--- config.mk ---
export PLATFORM = sky130hd
export DESIGN_NAME = lcmsd_front
export DESIGN_NICKNAME = d
export VERILOG_FILES = /design/src/hdl/lcmsd_pkg.sv /design/src/hdl/lcmsd_front.sv
export SDC_FILE = /design/constraint.sdc
export NUM_CORES = 1
export LEC_CHECK = 0
export ABC_AREA = 1
export BUFFER_PORTS_ARGS = -buffer_cell sky130_fd_sc_hd__buf_2
export CAP_MARGIN = 20
export CORE_AREA = 3 3 103 105
export DETAILED_ROUTE_END_ITERATION = 16
export DIE_AREA = 0 0 106 108
export GPL_ROUTABILITY_DRIVEN = 0
export PLACE_DENSITY = 0.8
export SLEW_MARGIN = 0
export SYNTH_ARGS = -nofsm -noshare
export SYNTH_HDL_FRONTEND = slang
export SYNTH_SLANG_ARGS = --single-unit
--- constraint.sdc ---
create_clock -name clk -period 4.3 [get_ports clk]
set_input_delay 0.86 -clock clk [delete_from_list [all_inputs] [get_ports clk]]
set_output_delay 0.86 -clock clk [all_outputs]
set_load 0.005 [all_outputs]
--- src/hdl/lcmsd_pkg.sv ---
// Shared types and opcode constants for the layered cell mask store.
// No dependencies; imported by every module of the block.
`default_nettype none
package lcmsd_pkg;

	localparam logic [2:0] OP_SET_USER  = 3'd0;
	localparam logic [2:0] OP_OR_USER   = 3'd1;
	localparam logic [2:0] OP_CLR_USER  = 3'd2;
	localparam logic [2:0] OP_SET_TERR  = 3'd3;
	localparam logic [2:0] OP_SET_OBST  = 3'd4;
	localparam logic [2:0] OP_READ      = 3'd5;
	localparam logic [2:0] OP_MARK      = 3'd6;
	localparam logic [2:0] OP_CLR_DIRTY = 3'd7;

	localparam int IN_BITS  = 72;
	localparam int OUT_BITS = 88;

	// classified word waiting in the queue
	typedef struct packed {
		logic        vld;
		logic [2:0]  op;
		logic        cell_ok;
		logic [31:0] operand;
	} fe_item_t;

	// back part to front part
	typedef struct packed {
		logic pop;
		logic open;
	} bk_ctl_t;

endpackage
`default_nettype wire

--- src/hdl/lcmsd_front.sv ---
// Front part: accepts input words, checks coordinates, forms the cell index
// and holds classified words in a two-entry queue. Depends on lcmsd_pkg.
`default_nettype none
module lcmsd_front #(
	parameter int MAX_WIDTH  = 64,
	parameter int MAX_HEIGHT = 64,
	parameter int AW         = 12
) (
	input  wire                           clk,
	input  wire                           arst_n,
	input  wire                           s_tvalid,
	output logic                          s_tready,
	input  wire [lcmsd_pkg::IN_BITS-1:0]  s_tdata,
	input  wire [6:0]                     grid_width,
	input  wire [6:0]                     grid_height,
	input  wire lcmsd_pkg::bk_ctl_t       bk_ctl,
	output lcmsd_pkg::fe_item_t           head,
	output logic [AW-1:0]                 head_idx
);
	import lcmsd_pkg::*;

	logic [2:0]  in_op;
	logic [15:0] in_x, in_y, w_eff, h_eff;
	logic [31:0] in_operand, lin;
	logic        in_ok, push;

	fe_item_t      item_q [2];
	logic [AW-1:0] idx_q  [2];
	logic          wp_q, rp_q;
	logic [1:0]    cnt_q;

	assign in_op      = s_tdata[2:0];
	assign in_x       = s_tdata[18:3];
	assign in_y       = s_tdata[34:19];
	assign in_operand = s_tdata[66:35];

	// oversize grid registers saturate to the storage size
	assign w_eff = (16'(grid_width) > 16'(MAX_WIDTH)) ? 16'(MAX_WIDTH) : 16'(grid_width);
	assign h_eff = (16'(grid_height) > 16'(MAX_HEIGHT)) ? 16'(MAX_HEIGHT) : 16'(grid_height);
	assign in_ok = !in_x[15] && !in_y[15] && (in_x < w_eff) && (in_y < h_eff);
	assign lin   = 32'(in_y) * 32'(MAX_WIDTH) + 32'(in_x);

	assign s_tready = bk_ctl.open && (cnt_q != 2'd2);
	assign push     = s_tvalid && s_tready;

	always_ff @(posedge clk or negedge arst_n) begin
		if (!arst_n) begin
			wp_q  <= 1'b0;
			rp_q  <= 1'b0;
			cnt_q <= 2'd0;
		end else begin
			if (push)
				wp_q <= !wp_q;
			if (bk_ctl.pop)
				rp_q <= !rp_q;
			cnt_q <= cnt_q + 2'(push) - 2'(bk_ctl.pop);
		end
	end

	always_ff @(posedge clk) begin
		if (push) begin
			item_q[wp_q] <= '{vld: 1'b1, op: in_op, cell_ok: in_ok, operand: in_operand};
			idx_q[wp_q]  <= in_ok ? lin[AW-1:0] : '0;
		end
	end

	always_comb begin
		head     = item_q[rp_q];
		head.vld = (cnt_q != 2'd0);
		head_idx = idx_q[rp_q];
	end

endmodule
`default_nettype wire

==> results of run 1 <==
-- kinds of logic after synthesis --
logic type	Yosys count	share of synthesized area
buf+inv	29	0.02804
simple gates	78	0.07783
flops	100	0.6821
fa+ha+maj	20	0.05894
mux	48	0.1236
xor+xnor	8	0.01602
compound gates	10	0.01345
-- final cells by class --
type | instances | area, um2
multi-input combinational | 164 | 1282
fill | 811 | 4333
inverter | 23 | 86.33
sequential | 100 | 2984
timing repair buffer | 138 | 710.7
clock buffer | 10 | 127.6
clock inverter | 6 | 38.79
tap | 133 | 166.4
-- synthesized netlist by cell type --
library cell  instances  area share
edfxtp_1             96        0.66
mux2_2               48        0.12
nand2_1              33       0.028
nor2_1               24       0.021
inv_1                22       0.019
ha_1                 19       0.054
nor2_2                9       0.013
nand3_1               8      0.0092
a21oi_1               6      0.0069
xnor2_1               6       0.012
buf_2                 5      0.0057
dfrtp_1               4       0.023
xor2_1                2      0.0040
a21boi_0              1      0.0017
a21oi_2               1      0.0020
and3_1                1      0.0014
buf_6                 1      0.0026
fa_1                  1      0.0046
inv_2                 1     0.00086
nand2_2               1      0.0014
nor2_4                1      0.0026
o21ai_0               1      0.0011
o21bai_1              1      0.0017
or2_2                 1      0.0014
-- stage by stage --
stage / hold slack (ns) / util / power, uW
after floorplan: 0.5325 / - / 1709
after global placement: 0.5949 / 0.5355 / 1986
after detailed placement: 0.6281 / 0.5355 / 2007
after CTS: 0.2784 / 0.5526 / 2521
after global routing: 0.2788 / 0.5547 / 2646
final: 0.2969 / 0.5547 / 2506
-- cell usage in the layout, fill, tap and decap left out --
master,instances
inv_2,1
edfxtp_1,96
a21oi_1,6
inv_6,1
clkinv_1,2
a21oi_2,1
buf_4,2
inv_1,22
dfrtp_1,3
clkinv_2,1
clkbuf_1,1
o21bai_1,1
fa_1,1
nand2_1,33
nand2_2,1
clkbuf_8,9
nor2_2,9
nand3_1,8
nor2_4,3
or2_2,1
dfrtp_2,1
xor2_1,2
nor2_1,22
a21boi_0,1
mux2_2,48
xnor2_1,6
and3_1,1
clkinv_4,2
o21ai_0,1
buf_2,135
buf_12,1
ha_1,19
-- registers in the layout (all words and copies together) (netlist names) --
name / cells
cnt_q: 2
idx_q: 24
wp_q: 1
rp_q: 1
item_q: 72
-- critical path, stage by stage, from the launching register on --
cell and delay [ns]:
dfrtp_2 0.69, buf_12 0.27, mux2_2 0.36, buf_2 0.14
-- power by group through the flow --
stage               sequential, uW  clock (uW)  combinational, uW
finish                        1280         517                714
CTS                           1330         530                660
global route                  1290         568                788
detailed placement            1350           0                656
floorplan                     1260           0                454
global placement              1340           0                643
-- worst paths after layout --
kind | from | end | slack (ns) | cells past startpoint
hold / removal | arst_n | wp_q | 0.30 | 1
setup reg to reg | cnt_q[1] | item_q[1][13] | 1.95 | 4
hold reg to reg | cnt_q[1] | cnt_q[1] | 0.63 | 2
max in group asynchronous | arst_n | rp_q | 3.87 | 1
setup / recovery | rp_q | head[28] | 1.61 | 3
min in group clk | cnt_q[1] | cnt_q[1] | 0.63 | 2
-- metal layers --
layer  GRT usage  routed length (um)  vias to the layer above
met3     0.04478                 595                       13
met4     0.06105                 154                        0
met2      0.2746                4220                      110
met1      0.1835                3571                     1311
li1            -                   -                     1333
met5           0                   0                        -
==> key figures, run 1 <==
Clock network
  – Max clock buf depth: 2
  – CTS Buf Count: 9
  – Reg clk slew, reported paths: 0.09 ns
  – # clock sinks: 100
  – CTS root buf: clkbuf_8
  – CTS tree: done
  – Post-CTS Setup Repair Bufs: 0
  – Worst-Skew Late Latency: 0.36 ns
  – Cts hold-fix bufs: 0
  – H-tree depth: 3
  – Post_cts resized: 0

Min path
  – Worst hold path class: in2async

Logic synthesis
  – Number of synthesized register bits: 100
  – Post-synthesis cell count: 293
  – Seq/Total Area, Yosys: 0.6821
  – Post-synthesis cell area: 0.004373 mm2
  – Syn avg cell area: 14.92 um2
  – Distinct cells, synth: 24
  – Syn. warnings: 0
  – Syn_nets: 404

Layout
  – Non-Filler Instances: 574
  – Antenna cell count: 0
  – Layout cells sized above 1: 0.4898
  – Final instance area: 0.005396 mm2
  – Fin nets: 547
  – Area growth from synthesis to layout: 23.40%

STA
  – Setup TNS: 0 ns
  – RSZ-0062 raised after global routing: no
  – Final hold vios: 0
  – Fmax: 371.8 MHz
  – Final Max Slew Viols: 0
  – Slack of the critical path: 1.611 ns
  – Endpoints failing setup: 0
  – Final period util: 0.6255
  – Slew @ Worst Pin: 0.7386 ns
  – Setup Skew: 0.008147 ns
  – Tmin final: 2.689 ns
  – Slew HR: 0.5064

Floorplanning
  – Site Rows: 36
  – Initial Utilization: 0.4495
  – Core area: 0.009729 mm2
  – Die width: 106 um
  – Die height: 108 um
  – Num ports: 141
  – Die area: 0.01145 mm2

Placement
  – Placed Cells: 557
  – IO buf count: 135
  – Setup slack at placement: 1.387 ns
  – Placed cell area: 0.005210 mm2
  – DPL Wire Length: 6.246 mm

Setup path
  – CP Capture Type: output port
  – Crit Path Class: reg2out
  – CP Launch Type: flop
  – Worst-path fanout max: 30
  – Worst EP arrival: 1.83 ns
  – Worst EP required: 3.44 ns

Power
  – Clock Power Share: 0.206
  – Power Dens Cells: 464.3 mW/mm2
  – Net Sw Power: 707.1 uW
  – VDD IR max: 218.7 uV
  – Switching Fraction: 0.2822
  – Cell-internal power: 1798 uW
  – LEAKAGE: 0.002263 uW
  – Seq pwr share: 0.509
  – Comb pwr share: 0.285

Route
  – DR iter-0 viols: 133
  – WL final: 8.542 mm
  – Pre-antenna DRT Iters: 4
  – ANT nets after route: 0
  – Via count: 2767
  – Post-route DRC violation count: 0
  – Drt wl/cell: 14.88 um
  – Via density: 4.821

Global routing
  – Gr ovfl total: 0
  – Initial antenna violation count: 0
  – Total Routing Usage GR: 0.1567
  – Vias in the first global route: 2900
  – Largest net degree at the start of global routing: 50
  – Global-route wire length before repair: 13.79 mm

Run
  – Number of maximum-capacitance violations: 0

Outcome
  – Status: finished clean
Power figures use the tool's default switching activity.
==> run 2: changes to the inputs <==
==> constraint.sdc (replaced) <==
create_clock -name clk -period 2.5 [get_ports clk]
set_input_delay 0.5 -clock clk [delete_from_list [all_inputs] [get_ports clk]]
set_output_delay 0.5 -clock clk [all_outputs]
set_load 0.005 [all_outputs]
==> key figures, run 2 (synthesis results as in run 1) <==
Layout
  – Post-layout util: 0.5598 (+0.005144)
  – Fin nets: 550 (+0.55%)
  – Antenna cell count: 0 (unchanged)
  – Most common cell after layout, fill and taps aside: buf_2
  – Multi-input combinational cell area: 0.001282 mm2 (unchanged)
  – Non-Filler Instances: 577 (+0.52%)
  – Max FFs per register: 72 (unchanged)
  – Layout cells sized above 1: 0.4932 (+0.003447)
  – Filler Cell Count: 827 (+2.0%)
  – Sequential cell area: 0.002984 mm2 (unchanged)
  – Area growth from synthesis to layout: 24.55%
  – Commonest cells after routing, fill and taps aside: 135 x buf_2, 96 x edfxtp_1, 48 x mux2_2
  – Largest regs: item_q (72), idx_q (24), cnt_q (2)
  – Largest reg by FF count: item_q

Setup path
  – CP max stage delay: 0.52 ns (-0.17 ns)
  – Kind of cell adding the most delay to the critical path: flip-flops
  – Worst-path cell chain: buf_12 > mux2_2 > buf_2
  – CP max stage cell: dfrtp_2
  – Crit Path Class: reg2out
  – Worst EP arrival: 1.68 ns (-0.15 ns)
  – Worst EP required: 2.00 ns (-1.44 ns)
  – CP Launch Type: flop
  – CP Capture Type: output port
  – Worst-path fanout max: 41 (+37%)
  – CP bufs+invs: 2 (unchanged)

Global routing
  – Initial antenna violation count: 0 (unchanged)
  – Total Routing Usage GR: 0.1564 (-0.0003661)
  – Gr ovfl total: 0 (unchanged)
  – Largest net degree at the start of global routing: 42 (-16%)
  – Global-route wire length before repair: 13.68 mm (-0.80%)
  – Vias in the first global route: 2873 (-0.93%)

Route
  – Via density: 4.787 (-0.70%)
  – DR iter-0 viols: 98 (-26%)
  – ANT nets after route: 0 (unchanged)
  – Via count: 2762 (-0.18%)
  – WL final: 8.437 mm (-1.2%)
  – Post-route DRC violation count: 0 (unchanged)
  – Pre-antenna DRT Iters: 4 (unchanged)
  – Drt wl/cell: 14.62 um (-1.7%)

Clock network
  – # clock sinks: 100 (unchanged)
  – CTS tree: done
  – Reg clk slew, reported paths: 0.09 ns (about the same)
  – Worst-Skew Late Latency: 0.35 ns (about the same)
  – Max clock buf depth: 2 (unchanged)
  – H-tree depth: 3 (unchanged)
  – CTS root buf: clkbuf_8
  – CTS Buf Count: 9 (unchanged)

Power
  – Total Power: 4417 uW (+76%)
  – LEAKAGE: 0.002286 uW (+1.0%)
  – VDD IR max: 368.1 uV (+68%)
  – Power Dens Cells: 811.1 mW/mm2 (+75%)

Placement
  – IO buf count: 135 (unchanged)
  – Placed Cells: 560 (+0.54%)
  – DPL Wire Length: 6.414 mm (+2.7%)

Floorplanning
  – Site Rows: 36 (unchanged)
  – Core area: 0.009729 mm2 (unchanged)
  – Die height: 108 um (unchanged)
  – Die width: 106 um (unchanged)
  – Die area: 0.01145 mm2 (unchanged)
  – Num ports: 141 (unchanged)
  – Initial Utilization: 0.4495 (unchanged)

STA
  – Final period util: 0.8730
  – Tmin final: 2.183 ns
  – Final Max Slew Viols: 0 (unchanged)
  – Slew HR: 0.7296 (+0.2232)
  – Final hold vios: 0 (unchanged)
  – Fmax: 458.2 MHz
  – RSZ-0062 raised after global routing: no
  – Endpoints failing setup: 0 (unchanged)
  – Setup Skew: 0.007352 ns (-0.0007944 ns)
  – Slew @ Worst Pin: 0.4056 ns (-0.3330 ns)

Outcome
  – Status: finished clean

Run
  – Number of maximum-capacitance violations: 0 (unchanged)

Min path
  – Worst hold path class: in2reg
run 2: final cells by class:
type / instances / share of cell area
clock buffer: 11 / 0.02412
clock inverter: 5 / 0.01103
inverter: 23 / 0.01585
multi-input combinational: 164 / 0.2355
sequential: 100 / 0.5479
tap: 133 / 0.03055
timing repair buffer: 141 / 0.1351
run 2: worst paths after layout:
| check | endpoint | from | slack [ns] | cells after the start |
|---|---|---|---|---|
| min | item_q[0][13] | s_tdata[48] | 0.33 | 1 |
| max reg2reg | item_q[0][35] | cnt_q[1] | 0.69 | 4 |
| min reg2reg | cnt_q[1] | cnt_q[1] | 0.63 | 2 |
| min in group asynchronous | wp_q | arst_n | 0.51 | 2 |
| max in group asynchronous | rp_q | arst_n | 1.86 | 2 |
| max | head[28] | rp_q | 0.32 | 3 |
run 2: through the flow:
stage,worst slack (ns),cell area [um2],hold WS [ns],TNS (ns)
6_report,0.3174,5446,0.3311,0
5_1_grt,0.2187,5446,0.3013,0
4_1_cts,0.2761,5446,0.3015,0
3_5_place_dp,0.3079,5245,0.3093,0
3_3_place_gp,0.3402,5245,0.3076,0
2_1_floorplan,-0.1335,4378,0.2044,-12.81
run 2: what timing repair did:
item,CTS,global route
hold buffers,1,0
hold endpoints to repair,4,0
buffers inserted,0,0
gates resized for setup,0,0
run 2: worst reg2reg max path, cell delays in order (launching register included):
cell and delay, ns:
dfrtp_1 0.41, a21boi_0 0.29, nand2_1 0.25, nor2_4 0.14, buf_4 0.38
run 2: power by group:
group	switching, uW	internal [uW]	total, uW
Sequential	83.5	2070	2150
Combinational	600	668	1270
Clock	527	467	995
Total	1210	3210	4420
run 2: per-layer routing:
layer,vias up,share of wire,track usage
met5,-,0,0
met4,0,0.0091,0.05828
met3,6,0.082,0.04836
met2,103,0.51,0.2805
met1,1312,0.40,0.1759
li1,1341,-,-
